==> config.mk <==
export PLATFORM = sky130hd
export DESIGN_NAME = resp_command_stream_parser_flat
export DESIGN_NICKNAME = d
export VERILOG_FILES = /design/src/rtl/rcsp_pkg.sv /design/src/rtl/rcsp_if.sv /design/src/rtl/rcsp_front.sv /design/src/rtl/rcsp_queue.sv /design/src/rtl/rcsp_back.sv /design/src/rtl/resp_command_stream_parser.sv /design/src/flat_wrapper.sv
export SDC_FILE = /design/constraint.sdc
export NUM_CORES = 1
export LEC_CHECK = 0
export ABC_AREA = 1
export BUFFER_PORTS_ARGS = -buffer_cell sky130_fd_sc_hd__buf_4
export CORE_UTILIZATION = 63
export DETAILED_ROUTE_END_ITERATION = 7
export GPL_ROUTABILITY_DRIVEN = 0
export GPL_TIMING_DRIVEN = 0
export PLACE_DENSITY_LB_ADDON = 0.05
export REMOVE_ABC_BUFFERS = 1
export SYNTH_ARGS = -nofsm -noshare
export SYNTH_HDL_FRONTEND = slang
export SYNTH_HIERARCHICAL = 1
export SYNTH_SLANG_ARGS = --single-unit
==> constraint.sdc <==
create_clock -name clk -period 4.4 [get_ports clk]
set_input_delay 0.44 -clock clk [delete_from_list [all_inputs] [get_ports clk]]
set_output_delay 0.44 -clock clk [all_outputs]
set_load 0.03 [all_outputs]
==> src/rtl/rcsp_pkg.sv <==
// Package of shared types and constants for the request stream parser.
`default_nettype none

package rcsp_pkg;

  localparam int unsigned MAX_PARTS_DEF       = 16;
  localparam int unsigned MAX_PART_LENGTH_DEF = 65535;
  localparam int unsigned QUEUE_DEPTH         = 4;

  localparam logic [7:0] CHR_DOLLAR  = 8'h24;
  localparam logic [7:0] CHR_NEWLINE = 8'h0a;
  localparam logic [7:0] CHR_MINUS   = 8'h2d;
  localparam logic [7:0] CHR_PLUS    = 8'h2b;
  localparam logic [7:0] CHR_ZERO    = 8'h30;
  localparam logic [7:0] CHR_NINE    = 8'h39;
  localparam logic [7:0] CHR_LOW_A   = 8'h61;
  localparam logic [7:0] CHR_LOW_Z   = 8'h7a;
  localparam logic [7:0] CASE_OFFSET = 8'h20;
  localparam logic [1:0] TRAILER_LEN = 2'd2;

  typedef enum logic [2:0] {
    ST_DATA       = 3'd0,
    ST_EMPTY      = 3'd1,
    ST_BAD_MARKER = 3'd2,
    ST_BAD_LENGTH = 3'd3,
    ST_TOO_MANY   = 3'd4
  } status_t;

  // One classified result on its way from the parser to the output stage.
  typedef struct packed {
    status_t    status;
    logic [7:0] data;
    logic [3:0] part;
    logic       part_end;
    logic       command_end;
    logic       fold;
  } rcsp_rec_t;

endpackage

`default_nettype wire

==> src/rtl/rcsp_if.sv <==
// Stream interfaces for request bytes in and parsed results out.
`default_nettype none

interface rcsp_in_if;
  logic       valid;
  logic       ready;
  logic [7:0] data_byte;
  logic       start_of_command;

  modport source (output valid, output data_byte, output start_of_command, input ready);
  modport sink (input valid, input data_byte, input start_of_command, output ready);
endinterface

interface rcsp_out_if;
  logic       valid;
  logic       ready;
  logic [7:0] out_byte;
  logic [3:0] part_index;
  logic       part_end;
  logic       command_end;
  logic [2:0] status;

  modport source (output valid, output out_byte, output part_index, output part_end,
                  output command_end, output status, input ready);
  modport sink (input valid, input out_byte, input part_index, input part_end,
                input command_end, input status, output ready);
endinterface

`default_nettype wire

==> src/rtl/rcsp_front.sv <==
// Front end: takes request bytes, tracks framing and classifies each byte.
`default_nettype none

module rcsp_front #(
  parameter int unsigned MAX_PARTS       = rcsp_pkg::MAX_PARTS_DEF,
  parameter int unsigned MAX_PART_LENGTH = rcsp_pkg::MAX_PART_LENGTH_DEF
) (
  input  wire logic              clk,
  input  wire logic              rst,
  rcsp_in_if.sink                cmd_in,
  input  wire logic              space,
  output logic                   push,
  output rcsp_pkg::rcsp_rec_t    rec
);
  import rcsp_pkg::*;

  localparam int unsigned CAP_TOP = ((MAX_PARTS > MAX_PART_LENGTH) ? MAX_PARTS
                                     : MAX_PART_LENGTH) + 1;
  localparam int unsigned AW  = $clog2(CAP_TOP + 1);
  localparam int unsigned PW  = $clog2(MAX_PARTS + 1);
  localparam int unsigned BW  = $clog2(MAX_PART_LENGTH + 1);
  localparam int unsigned MW  = AW + 4;

  typedef enum logic [2:0] {
    PH_IDLE, PH_COUNT, PH_MARK, PH_LEN, PH_DATA, PH_TRAIL
  } phase_t;

  phase_t          phase, phase_next;
  logic [AW-1:0]   accum, accum_next;
  logic            num_done, num_done_next;
  logic            num_neg, num_neg_next;
  logic            num_fresh, num_fresh_next;
  logic [PW-1:0]   parts_left, parts_left_next;
  logic [PW-1:0]   part_number, part_number_next;
  logic [BW-1:0]   bytes_left, bytes_left_next;
  logic [1:0]      trailer_left, trailer_left_next;

  logic            accept;
  logic [7:0]      b;
  logic            is_digit;
  logic [AW-1:0]   cap;
  logic [MW-1:0]   prod;
  logic [AW-1:0]   fed;
  logic [PW+3:0]   part_wide;
  logic [3:0]      part_lo;
  logic            last;
  logic [PW-1:0]   parts_dec;

  assign cmd_in.ready = space;
  assign accept       = cmd_in.valid && space;
  assign b            = cmd_in.data_byte;
  assign is_digit     = (b >= CHR_ZERO) && (b <= CHR_NINE);
  assign cap          = (phase == PH_COUNT) ? AW'(MAX_PARTS + 1) : AW'(MAX_PART_LENGTH + 1);
  assign prod         = ({4'b0, accum} << 3) + ({4'b0, accum} << 1) + MW'(b[3:0]);
  assign fed          = (prod > MW'(cap)) ? cap : prod[AW-1:0];
  assign part_wide    = {4'b0, part_number};
  assign part_lo      = part_wide[3:0];
  assign last         = (bytes_left <= BW'(1));
  assign parts_dec    = (parts_left != '0) ? parts_left - PW'(1) : parts_left;

  always_comb begin
    phase_next        = phase;
    accum_next        = accum;
    num_done_next     = num_done;
    num_neg_next      = num_neg;
    num_fresh_next    = num_fresh;
    parts_left_next   = parts_left;
    part_number_next  = part_number;
    bytes_left_next   = bytes_left;
    trailer_left_next = trailer_left;
    push              = 1'b0;
    rec.status        = ST_DATA;
    rec.data          = 8'd0;
    rec.part          = part_lo;
    rec.part_end      = 1'b0;
    rec.command_end   = 1'b1;
    rec.fold          = 1'b0;

    if (accept) begin
      if (cmd_in.start_of_command) begin
        phase_next        = PH_COUNT;
        accum_next        = '0;
        num_done_next     = 1'b0;
        num_neg_next      = 1'b0;
        num_fresh_next    = 1'b1;
        parts_left_next   = '0;
        part_number_next  = '0;
        bytes_left_next   = '0;
        trailer_left_next = '0;
      end else begin
        case (phase)
          PH_COUNT, PH_LEN: begin
            if (b != CHR_NEWLINE) begin
              if (!num_done) begin
                num_fresh_next = 1'b0;
                if (num_fresh && (b == CHR_MINUS || b == CHR_PLUS)) begin
                  num_neg_next = (b == CHR_MINUS);
                end else if (is_digit) begin
                  accum_next = fed;
                end else begin
                  num_done_next = 1'b1;
                end
              end
            end else if (phase == PH_COUNT) begin
              if (num_neg || accum == '0) begin
                phase_next  = PH_IDLE;
                push        = 1'b1;
                rec.status  = ST_EMPTY;
                rec.part    = 4'd0;
              end else if (accum > AW'(MAX_PARTS)) begin
                phase_next  = PH_IDLE;
                push        = 1'b1;
                rec.status  = ST_TOO_MANY;
              end else begin
                parts_left_next  = accum[PW-1:0];
                part_number_next = '0;
                phase_next       = PH_MARK;
              end
            end else begin
              if (num_neg || accum == '0 || accum > AW'(MAX_PART_LENGTH)) begin
                phase_next = PH_IDLE;
                push       = 1'b1;
                rec.status = ST_BAD_LENGTH;
              end else begin
                bytes_left_next = accum[BW-1:0];
                phase_next      = PH_DATA;
              end
            end
          end
          PH_MARK: begin
            if (b != CHR_DOLLAR) begin
              phase_next = PH_IDLE;
              push       = 1'b1;
              rec.status = ST_BAD_MARKER;
            end else begin
              accum_next     = '0;
              num_done_next  = 1'b0;
              num_neg_next   = 1'b0;
              num_fresh_next = 1'b1;
              phase_next     = PH_LEN;
            end
          end
          PH_DATA: begin
            push            = 1'b1;
            rec.data        = b;
            rec.fold        = (part_number == '0);
            rec.part_end    = last;
            rec.command_end = last && (parts_left <= PW'(1));
            if (last) begin
              bytes_left_next   = '0;
              parts_left_next   = parts_dec;
              part_number_next  = part_number + PW'(1);
              trailer_left_next = TRAILER_LEN;
              phase_next        = PH_TRAIL;
            end else begin
              bytes_left_next = bytes_left - BW'(1);
            end
          end
          PH_TRAIL: begin
            if (trailer_left <= 2'd1) begin
              trailer_left_next = '0;
              phase_next        = (parts_left == '0) ? PH_IDLE : PH_MARK;
            end else begin
              trailer_left_next = trailer_left - 2'd1;
            end
          end
          default: begin
            phase_next = phase;
          end
        endcase
      end
    end
  end

  always_ff @(posedge clk) begin
    if (rst) begin
      phase        <= PH_IDLE;
      accum        <= '0;
      num_done     <= 1'b0;
      num_neg      <= 1'b0;
      num_fresh    <= 1'b1;
      parts_left   <= '0;
      part_number  <= '0;
      bytes_left   <= '0;
      trailer_left <= '0;
    end else begin
      phase        <= phase_next;
      accum        <= accum_next;
      num_done     <= num_done_next;
      num_neg      <= num_neg_next;
      num_fresh    <= num_fresh_next;
      parts_left   <= parts_left_next;
      part_number  <= part_number_next;
      bytes_left   <= bytes_left_next;
      trailer_left <= trailer_left_next;
    end
  end

endmodule

`default_nettype wire

==> src/rtl/rcsp_queue.sv <==
// Short result queue between the parser front end and the output stage.
`default_nettype none

module rcsp_queue (
  input  wire logic                 clk,
  input  wire logic                 rst,
  input  wire logic                 push,
  input  rcsp_pkg::rcsp_rec_t       wr_rec,
  output logic                      space,
  input  wire logic                 pop,
  output rcsp_pkg::rcsp_rec_t       rd_rec,
  output logic                      has_item
);
  import rcsp_pkg::*;

  localparam int unsigned IW = $clog2(QUEUE_DEPTH);
  localparam int unsigned CW = $clog2(QUEUE_DEPTH + 1);

  rcsp_rec_t      store [QUEUE_DEPTH];
  logic [IW-1:0]  wr_ptr, rd_ptr;
  logic [CW-1:0]  count;

  assign space    = (count < CW'(QUEUE_DEPTH));
  assign has_item = (count != '0);
  assign rd_rec   = store[rd_ptr];

  always_ff @(posedge clk) begin
    if (push) begin
      store[wr_ptr] <= wr_rec;
    end
  end

  always_ff @(posedge clk) begin
    if (rst) begin
      wr_ptr <= '0;
      rd_ptr <= '0;
      count  <= '0;
    end else begin
      if (push) begin
        wr_ptr <= (wr_ptr == IW'(QUEUE_DEPTH - 1)) ? '0 : wr_ptr + IW'(1);
      end
      if (pop) begin
        rd_ptr <= (rd_ptr == IW'(QUEUE_DEPTH - 1)) ? '0 : rd_ptr + IW'(1);
      end
      count <= count + CW'(push) - CW'(pop);
    end
  end

endmodule

`default_nettype wire

==> src/rtl/rcsp_back.sv <==
// Back end: folds command-word case and holds the result in the output register.
`default_nettype none

module rcsp_back (
  input  wire logic                 clk,
  input  wire logic                 rst,
  input  wire logic                 has_item,
  input  rcsp_pkg::rcsp_rec_t       rec,
  output logic                      pop,
  rcsp_out_if.source                cmd_out
);
  import rcsp_pkg::*;

  logic [7:0] folded;

  assign pop    = has_item && (!cmd_out.valid || cmd_out.ready);
  assign folded = (rec.fold && rec.data >= CHR_LOW_A && rec.data <= CHR_LOW_Z)
                  ? rec.data - CASE_OFFSET : rec.data;

  always_ff @(posedge clk) begin
    if (rst) begin
      cmd_out.valid <= 1'b0;
    end else if (pop) begin
      cmd_out.valid <= 1'b1;
    end else if (cmd_out.ready) begin
      cmd_out.valid <= 1'b0;
    end
  end

  always_ff @(posedge clk) begin
    if (pop) begin
      cmd_out.out_byte    <= folded;
      cmd_out.part_index  <= rec.part;
      cmd_out.part_end    <= rec.part_end;
      cmd_out.command_end <= rec.command_end;
      cmd_out.status      <= rec.status;
    end
  end

endmodule

`default_nettype wire

==> src/rtl/resp_command_stream_parser.sv <==
// Throughput: one request byte per clock cycle sustained while the result queue has a free slot.
// Path: a result enters the queue at the edge that accepts its byte and moves from the queue
// into the output register, which offers it on cmd_out, once that register is free.
// Bytes that cause no result (header, lengths, markers, trailers) leave nothing behind.
// Reset (rst, synchronous, active high) returns the parser to idle and empties the
// queue and the output register; bytes are then ignored until a start of command.
`default_nettype none

module resp_command_stream_parser #(
  parameter int unsigned MAX_PARTS       = rcsp_pkg::MAX_PARTS_DEF,
  parameter int unsigned MAX_PART_LENGTH = rcsp_pkg::MAX_PART_LENGTH_DEF
) (
  input  wire logic   clk,
  input  wire logic   rst,
  rcsp_in_if.sink     cmd_in,
  rcsp_out_if.source  cmd_out
);
  import rcsp_pkg::*;

  // The front end classifies every accepted item in the cycle it arrives and
  // writes any result it produces into the queue at that same edge. It takes
  // items only while the queue has a free slot, so a stalled consumer holds
  // the input back only once the queue has filled.
  logic       push;
  logic       pop;
  logic       space;
  logic       has_item;
  rcsp_rec_t  push_rec;
  rcsp_rec_t  pop_rec;

  rcsp_front #(
    .MAX_PARTS       (MAX_PARTS),
    .MAX_PART_LENGTH (MAX_PART_LENGTH)
  ) u_front (
    .clk    (clk),
    .rst    (rst),
    .cmd_in (cmd_in),
    .space  (space),
    .push   (push),
    .rec    (push_rec)
  );

  // The queue decouples parsing from delivery: results wait here while the
  // output register is held by the consumer.
  rcsp_queue u_queue (
    .clk      (clk),
    .rst      (rst),
    .push     (push),
    .wr_rec   (push_rec),
    .space    (space),
    .pop      (pop),
    .rd_rec   (pop_rec),
    .has_item (has_item)
  );

  // The back end upper-cases bytes of the command word and loads the output register
  // whenever a result waits and the register is empty or being emptied in the same cycle.
  rcsp_back u_back (
    .clk      (clk),
    .rst      (rst),
    .has_item (has_item),
    .rec      (pop_rec),
    .pop      (pop),
    .cmd_out  (cmd_out)
  );

  // A result is never written into a full queue.
  a_no_push_when_full : assert property (@(posedge clk) disable iff (rst)
    push |-> space)
    else $error("result written into a full queue");

  // The output stage never takes a result from an empty queue.
  a_no_pop_when_empty : assert property (@(posedge clk) disable iff (rst)
    pop |-> has_item)
    else $error("result taken from an empty queue");

  // A start of command is always silent: it only restarts the framing.
  a_start_is_silent : assert property (@(posedge clk) disable iff (rst)
    (cmd_in.valid && cmd_in.ready && cmd_in.start_of_command) |-> !push)
    else $error("start of command produced a result");

  // Whatever enters the queue is popped toward the output register in the cycle after
  // its push when the queue was empty and the output free.
  a_direct_path : assert property (@(posedge clk) disable iff (rst)
    (push && !has_item && (!cmd_out.valid || cmd_out.ready)) |=> (pop && has_item))
    else $error("result stuck in an otherwise idle queue");

endmodule

`default_nettype wire
==> src/flat_wrapper.sv <==
// flat-port wrapper written by rule: the top's interface ports become plain ports
module resp_command_stream_parser_flat import rcsp_pkg::*;
#(
  parameter int unsigned MAX_PARTS       = rcsp_pkg::MAX_PARTS_DEF,
  parameter int unsigned MAX_PART_LENGTH = rcsp_pkg::MAX_PART_LENGTH_DEF
)
  (clk, rst, cmd_in_valid, cmd_in_data_byte, cmd_in_start_of_command, cmd_in_ready, cmd_out_valid, cmd_out_out_byte, cmd_out_part_index, cmd_out_part_end, cmd_out_command_end, cmd_out_status, cmd_out_ready);
  rcsp_in_if cmd_in_i ();
  rcsp_out_if cmd_out_i ();
  input  wire logic clk;
  input  wire logic rst;
  input wire logic [$bits(cmd_in_i.valid)-1:0] cmd_in_valid;
  input wire logic [$bits(cmd_in_i.data_byte)-1:0] cmd_in_data_byte;
  input wire logic [$bits(cmd_in_i.start_of_command)-1:0] cmd_in_start_of_command;
  output wire logic [$bits(cmd_in_i.ready)-1:0] cmd_in_ready;
  output wire logic [$bits(cmd_out_i.valid)-1:0] cmd_out_valid;
  output wire logic [$bits(cmd_out_i.out_byte)-1:0] cmd_out_out_byte;
  output wire logic [$bits(cmd_out_i.part_index)-1:0] cmd_out_part_index;
  output wire logic [$bits(cmd_out_i.part_end)-1:0] cmd_out_part_end;
  output wire logic [$bits(cmd_out_i.command_end)-1:0] cmd_out_command_end;
  output wire logic [$bits(cmd_out_i.status)-1:0] cmd_out_status;
  input wire logic [$bits(cmd_out_i.ready)-1:0] cmd_out_ready;
  assign cmd_in_i.valid = cmd_in_valid;
  assign cmd_in_i.data_byte = cmd_in_data_byte;
  assign cmd_in_i.start_of_command = cmd_in_start_of_command;
  assign cmd_in_ready = cmd_in_i.ready;
  assign cmd_out_valid = cmd_out_i.valid;
  assign cmd_out_out_byte = cmd_out_i.out_byte;
  assign cmd_out_part_index = cmd_out_i.part_index;
  assign cmd_out_part_end = cmd_out_i.part_end;
  assign cmd_out_command_end = cmd_out_i.command_end;
  assign cmd_out_status = cmd_out_i.status;
  assign cmd_out_i.ready = cmd_out_ready;
  resp_command_stream_parser #(.MAX_PARTS(MAX_PARTS), .MAX_PART_LENGTH(MAX_PART_LENGTH)) u_core (.clk(clk), .rst(rst), .cmd_in(cmd_in_i), .cmd_out(cmd_out_i));
endmodule
==> results.txt, run 1 <==
The run finished with clean final reports. Across the routed clock network, the largest skew measured is approximately 9.3 ps. The worst setup slack before clock tree synthesis is approximately 480 ps. The post-route non-filler standard cell count is between 1000 and 1500. Entering global routing, the biggest net connects 61 pins. Static timing analysis puts the maximum clock frequency at 259 MHz. The count of nets after finishing came out at approximately 1200. In the detailed route, the total length drawn on met3 is 674 microns. The number of instances in the synthesized netlist came out at 1103. The hold buffer count at cts came out at 0. The total placed cells including tap cells is ~1300.

The die area came out at about 0.015 sq mm. The path type of the worst min-delay path is input pin to flip-flop. The proportion of power drawn by combinational gates came out at ~34%. The post-route netlist has ~8.9% of its cells at a drive strength greater than 1. After detailed routing, the wire length on met1 is roughly 8400 microns. The startpoint identified for the worst hold timing path is cmd_out_ready. The CTS tree is built. The leading area contributor after synthesis is edfxtp_1. The share of the synthesized netlist area taken by xor and xnor gates came out at under 10%. Summed over all nets, the half-perimeter wirelength after detailed placement is 13600 microns. The first-pass GRT wire length came out at roughly 31000 microns. The path type of the worst setup path is flip-flop to flip-flop. The critical-path maximum fanout is 14. The slew at the pin with the worst max-slew slack came out at 1340 ps. The kind of end point of the critical path is a flip-flop. The final critical-path setup slack came out at roughly 550 ps. In this run the standard cell core region covers 0.0135 sq mm.

The total I/O pin count is 32. The logic depth of the worst register-to-register path came out at 17. The commonest non-fill, non-tap cell in the layout is nand2_1.

The fraction of the mapped netlist area in simple logic gates came out at between 20% and 30%. The final routed wire length divided by cell count is 14.5 microns. The path with the worst hold slack has its endpoint at u_core/u_back/cmd_out.valid. The reg-to-reg endpoint is u_core/u_front/accum[12]. The uppermost layer routed is met4.

Of the total power, the clock network draws approximately 28%. The worst hold slack is 292 ps. Sorting the synthesized cells by area gives the leading types as edfxtp_1, dfxtp_1, nand2_1, inv_1, ha_1.

The first-iteration detailed-routing DRC count is about 700. The ratio of final minimum period to clock period came out at 87.6%. The number of global-route vias before repair is ~6800. Global routing used 27.8% of the available tracks. STA classifies the critical path startpoint as a flip-flop. The synthesized netlist devotes a little under 8% of its cell area to adder and majority cells. Each instance of the synthesized netlist takes up on average ~8 sq um.

The internal portion of total power came out at 3090 uW. At the later pin of the worst-skew pair, clock insertion delay measures 420 ps. The share of the yosys chip area belonging to registers is 44.1%.

In this run the tool buffered the top-level ports with 31 buffer cells. The endpoint arrival time on the critical path came out at about 4200 ps. The Yosys step of the flow raised 6 warnings. The routed wire length on met2 came out at ~9400 microns. The clock-pin transition on the worst setup and hold timing paths is around 60 ps. Using the TritonRoute via totals, the vias-per-cell ratio works out to approximately 5.5. Post-CTS timing repair inserted 0 buffers for setup. The initial core utilization came out at between 60% and 70%.

The startpoint of the worst-slack reg-to-reg timing path is u_core/u_front/accum[0]. Summed over all failing endpoints, the final setup total negative slack is 0 ps. Summing internal, switching and leakage power gives between 4000 and 5000 uW. The total of cells resized after clock tree synthesis came out at 0. The initial antenna violation count is 0.

The switching part of the total power is 37.5%. The sink count of the clock tree came out at 150. The required time of the critical path is around 4700 ps. The detailed-routing iteration count for the pre-antenna-repair pass is 5.

The maximum resistive drop on vdd came out at around 0.25 mV. Summed over all cells, the static leakage comes to around 0.0044 uW. The final max-slew violation count came to 0. After detailed routing, the total wire length is roughly 19000 microns. The number of instances on the worst hold path is 4. For this block, the via count after detailed routing is ~7300.

The number of fillers in the final layout came out at 1089. The number of rows created at floorplan is between 40 and 50. The combinational family with the most area after synthesis is simple AND/OR/NAND/NOR gates. In this run, synthesis produced a sequential element count of 150. The area of the mapped netlist is between 0.008 and 0.009 sq mm. The H-tree level count came out at 4. The number of hold violations in the final report is 0. Max-cap violations in this run came to 0. Setup violations remaining at the end of the flow were counted as 0. The post-synthesis to final-layout area growth came out at 9.85%. The final period demand of the worst path is 3850 ps. The horizontal extent of the die is around 120 microns. The number of clock buffers added by TritonCTS is 17. The synthesized netlist devotes around an eighth of its cell area to compound gates.

After synthesis, the netlist uses 49 different library cells. The share of cell area taken by muxes after synthesis came out at 0%. The count of antenna diodes in the layout came out at 0. Once detail routing completed, the nets flagged for antenna violations numbered 0. The setup slack on the worst flop-to-flop path came out at around 550 ps.

The total congestion overflow after global routing came out at 0. The area share of the leading cell type in the synthesized netlist came out at just over 30%. The number of buffers between clock root and the deepest sink is 2. In the layout the commonest cells are nand2_1, inv_1, nor2_1. The power dissipated by switching net loads is between 1500 and 2000 uW. Of the total power, registers draw between 30% and 40%. The areal power density over the cells came out at 509 mW/mm^2.

The worst max-slew margin expressed relative to the limit came out at a little over a tenth. The die extent in y is around 120 microns. In the routed design, unresolved DRC markers number 0. The root buffer cell is clkbuf_16. Setup repair after global routing left no endpoint under its margin.
[per-stage QoR]
| stage | area [sq um] | util [%] |
|---|---|---|
| after floorplan | 8650 | - |
| after detailed placement | 9140 | 67.9 |
| final | 9710 | 72.2 |
| after global routing | 9710 | 72.2 |
| after CTS | 9710 | 72.2 |
| after global placement | 9100 | 67.6 |
[area by class of cell]
class | instances | area (sq um) | share of cell area (%)
inverter | 186 | 698 | 7.19
sequential | 150 | 3890 | 40.1
clock buffer | 18 | 429 | 4.42
clock inverter | 14 | 139 | 1.43
multi-input combinational | 740 | 4060 | 41.8
timing repair buffer | 33 | 268 | 2.76
tap | 176 | 220 | 2.27
[synthesized netlist by cell type (all sizes together)]
cell type / number
nor3b: 1
a211oi: 11
ha: 50
dfxtp: 61
nand3: 48
xnor2: 4
fa: 3
and2: 2
nand2: 269
nand3b: 6
o21ai: 53
o21a: 5
o211a: 1
o211ai: 18
o22ai: 4
o31ai: 1
nand4: 16
o21bai: 4
o311ai: 1
nor4: 7
edfxtp: 89
clkinv: 1
nor2: 104
a31oi: 2
o32ai: 4
xor2: 13
o41ai: 1
a2111oi: 1
clkbuf: 7
inv: 185
nor3: 21
nor2b: 1
a21oi: 89
buf: 20
[cell families after synthesis]
kind of cell,after synthesis
buffers and inverters,213
AO/OA/AOI/OAI,195
flip-flops,150
AND/OR/NAND/NOR,475
XOR/XNOR,17
adder cells (fa/ha/maj),53
[critical path, stage by stage (launching register included)]
cell	delay, ps
dfxtp_1	390
inv_1	140
fa_1	530
fa_1	520
nor2_1	190
nor2_1	70
o21bai_1	150
xnor2_1	190
inv_1	80
ha_1	300
nand3_1	70
o21ai_0	180
nand2_1	110
nor3_4	200
nand2_2	120
nor2_4	280
nand2_1	120
a21oi_1	130
[state kept, by name, summed over array words and instances, names as in the netlist, named ones only]
signal and flops:
u_core/u_back/cmd_out.command_end 1, u_core/u_back/cmd_out.out_byte 8, u_core/u_back/cmd_out.part_end 1, u_core/u_back/cmd_out.part_index 4
u_core/u_back/cmd_out.status 3, u_core/u_back/cmd_out.valid 1, u_core/u_front/accum 17, u_core/u_front/bytes_left 16
u_core/u_front/num_done 1, u_core/u_front/num_fresh 1, u_core/u_front/num_neg 1, u_core/u_front/part_number 5
u_core/u_front/parts_left 5, u_core/u_front/phase 3, u_core/u_front/trailer_left 2, u_core/u_queue/count 3
u_core/u_queue/rd_ptr 2, u_core/u_queue/store 72, u_core/u_queue/wr_ptr 2
[power groups by stage]
stage	combinational (uW)	clock [uW]	sequential (uW)
floorplan	977	0	2100
global placement	1500	0	1970
detailed placement	1650	0	1910
CTS	1670	1400	1880
global route	1870	1460	1910
finish	1670	1390	1880
[worst max-delay path by stage]
stage | from | end | cells past startpoint
after floorplan | cmd_in_data_byte[3] | u_core/u_front/accum[10] | 17
after global placement | cmd_in_data_byte[3] | u_core/u_front/accum[12] | 18
after detailed placement | cmd_in_data_byte[3] | u_core/u_front/accum[14] | 18
after CTS | u_core/u_front/accum[0] | u_core/u_front/accum[14] | 17
after global routing | u_core/u_front/accum[5] | u_core/u_front/accum[6] | 19
final | u_core/u_front/accum[0] | u_core/u_front/accum[12] | 17
[metal layers]
layer | up-vias | GRT usage [%]
met4 | 0 | 12.7
met3 | 41 | 3.63
li1 | 3695 | -
met1 | 3331 | 34.2
met5 | - | 0
met2 | 184 | 48.4
Power figures use the tool's default switching activity.
==> run 2: changes to the inputs <==
--- a/config.mk
+++ b/config.mk
@@ -10,7 +10,6 @@
 export CORE_UTILIZATION = 63
 export DETAILED_ROUTE_END_ITERATION = 7
 export GPL_ROUTABILITY_DRIVEN = 0
-export GPL_TIMING_DRIVEN = 0
 export PLACE_DENSITY_LB_ADDON = 0.05
 export REMOVE_ABC_BUFFERS = 1
 export SYNTH_ARGS = -nofsm -noshare
==> results.txt, run 2 (synthesis gave the netlist of run 1 again) <==
The run finished with clean final reports. The final setup violation count came to 0 (unchanged). The number of hold violations in the final report came out at 0 (unchanged). The total of cells resized after clock tree synthesis came out at 0 (unchanged). The register with the most flip-flops in the final layout is u_core/u_queue/store.

The largest individual stage delay along the critical path comes from the cell fa_1. Leaving out fill and tap cells, the most frequent cells in the layout are nand2_1, inv_1, nor2_1. The clock insertion delay at the later pin of the skew report came out at 420 ps (about the same).

The count of antenna diodes in the layout came out at 0 (unchanged). The total I/O pin count came out at 32 (unchanged). The kind of end point of the critical path is a flip-flop. The maximum number of pins on one net before global-route repair came to 47 (-23%). The count of nets after finishing is 1195 (+0.084%).

The endpoint arrival time on the critical path is 4040 ps (-160 ps). The largest registers in the layout are u_core/u_queue/store x72, u_core/u_front/accum x17, u_core/u_front/bytes_left x16. The cell family contributing the most delay on the critical path is adder cells. The setup clock skew after layout is 14.5 ps (+5.25 ps). The number of global-route vias before repair came to 6684 (-1.1%). The total congestion overflow after global routing is 0 (unchanged). The first-pass GRT wire length was 31300 microns (-0.75%). The die extent in y came to 120 microns (unchanged). The sink count of the clock tree came out at 150 (unchanged).

The number of fillers in the final layout came out at 1066 (-2.1%). The global-route usage over all layers came out at 27.6% (-0.15 points). The number of setup buffers added after CTS was 0 (unchanged). The final routed wire length divided by cell count came to 14.7 microns (+1.3%). The detailed-routing iteration count for the pre-antenna-repair pass came to 5 (unchanged). The die area is 0.0145 sq mm (unchanged). The worst setup slack before clock tree synthesis came out at 589 ps (+107 ps). The ratio of final minimum period to clock period is 84.1% (-3.5 points).

The per-cell via count in the routed design came out at 5.53 (+0.42%). The critical-path maximum fanout came out at 14 (unchanged). The fraction of final layout cells with drive strength greater than 1 came to 9.11% (+0.17 points). The leakage power of the design came out at 0.00444 uW (+0.82%).

The post-route non-filler standard cell count came out at 1318 (+0.076%). The number of buffers between clock root and the deepest sink came out at 2 (unchanged). The remaining number of nets flagged by the antenna check after routing came out at 0 (unchanged). The stage delay of the slowest cell on the critical path is 510 ps (-20 ps). The maximum resistive drop on vdd came out at 0.227 mV (-9.5%). The first-iteration detailed-routing DRC count is 654 (-3.8%). The final critical-path setup slack came out at 698 ps (+152 ps). The slew at the pin with the worst max-slew slack was 901 ps (-435 ps). The final max-slew violation count was 0 (unchanged). The CTS tree is built. Leaving out fill and tap cells, the most frequent cell in the layout is nand2_1. The critical path goes through inv_1 > fa_1 > fa_1 > nor2_1 > nor2_1 > o21bai_1 > xnor2_1 > inv_1 > ha_1 > nand3_1 > o21ai_0 > nand2_1 > nor3_4 > nand2_2 > nor2_4 > nand2_1 > a21oi_1. The horizontal extent of the die came out at 120 microns (unchanged). The path type of the worst min-delay path is input pin to flip-flop. The buffer and inverter count on the worst path is 2 (unchanged). The kind of start point of the critical path is a flip-flop. The number of rows created at floorplan came out at 42 (unchanged). The worst hold slack is 292 ps (+0.0930 ps). The count of vias placed by the detailed router is 7287 (+0.50%). Setup repair after global routing left no endpoint under its margin. The initial core utilization came to 65.7% (unchanged). The number of remaining DRC errors came out at 0 (unchanged).

The clock-pin transition on the worst setup and hold timing paths was 60 ps (about the same). The area inside the core boundary came out at 0.0135 sq mm (unchanged). The required time of the critical path is 4740 ps (about the same). The initial antenna violation count is 0 (unchanged). The number of flip-flops in the largest register was 72 (unchanged). The top achievable clock speed is 270 MHz (+4.1%). The worst max-slew margin expressed relative to the limit is 39.8% (+29 points). The count of input and output buffers is 31 (unchanged). The number of buffers added by the clock tree synthesis step is 17 (unchanged).

The final setup TNS was 0 ps (unchanged). The cell sitting at the root of the clock tree is a clkbuf_16. The critical path is of the flip-flop to flip-flop type. The areal power density over the cells came out at 519 mW/mm^2 (+1.9%). The hold buffer count at cts came out at 0 (unchanged). The sum of routed wire length over all layers is 19300 microns (+1.4%). The max-capacitance violation count is 0 (unchanged). The total placed cells including tap cells is 1286 (+0.078%). The final period demand of the worst path came to 3700 ps (-152 ps).

The sum of net half-perimeters after detailed placement is 13800 microns (+1.4%). The H-tree level count is 4 (unchanged). Compared with the post-synthesis result, the final layout area differs by 10.4%.
[run 2: cell count changes in the layout (fill, tap and decap cells not counted)]
cell        change
buf_4           +3
bufinv_16       +2
clkinvlp_4      -2
inv_6           -2
inv_8           +2
buf_12          -1
buf_8           -1
clkbuf_1        -1
clkbuf_8        +1
[run 2: final timing paths]
kind,start,to,slack (ps),cells after the start
setup / recovery,u_core/u_front/accum[2],u_core/u_front/accum[2],700,17
hold / removal,cmd_out_ready,u_core/u_back/cmd_out.valid,290,4
setup reg to reg,u_core/u_front/accum[2],u_core/u_front/accum[2],700,17
hold reg to reg,u_core/u_front/num_fresh,u_core/u_front/num_fresh,480,2
[run 2: tightest hold or removal path, stage by stage]
cell and delay (ps):
buf_4 80, inv_1 40, nand2_1 50, a21oi_1 50
[run 2: power by group]
| part | leakage (uW) | internal (uW) | switching, uW |
|---|---|---|---|
| Combinational | 0.00277 | 551 | 1100 |
| Clock | 0.000308 | 926 | 588 |
| Sequential | 0.00137 | 1730 | 167 |
| Total | 0.00444 | 3210 | 1850 |
[run 2: per-layer routing]
metal	wire (microns)	share of wire, %	track usage, %
met4	459	2.4	10.7
met2	9580	50	48.8
met3	686	3.6	4.29
met1	8580	44	33.8
met5	0	0	0
[run 2: per-stage QoR]
step / total power (uW) / cell area, sq um / util (%)
floorplan: 3080 / 8650 / -
global placement: 3490 / 9130 / 67.8
detailed placement: 3540 / 9130 / 67.8
CTS: 5070 / 9760 / 72.5
global route: 5340 / 9760 / 72.5
finish: 5060 / 9760 / 72.5
[run 2: cell type report]
cell class	count	area [sq um]	share of cell area, %
flip-flops and latches	150	3890	39.9
clock buffers	18	439	4.50
clock inverters	14	189	1.94
well taps	176	220	2.26
multi-input cells	740	4060	41.6
inverters	186	698	7.16
repair buffers	34	255	2.62
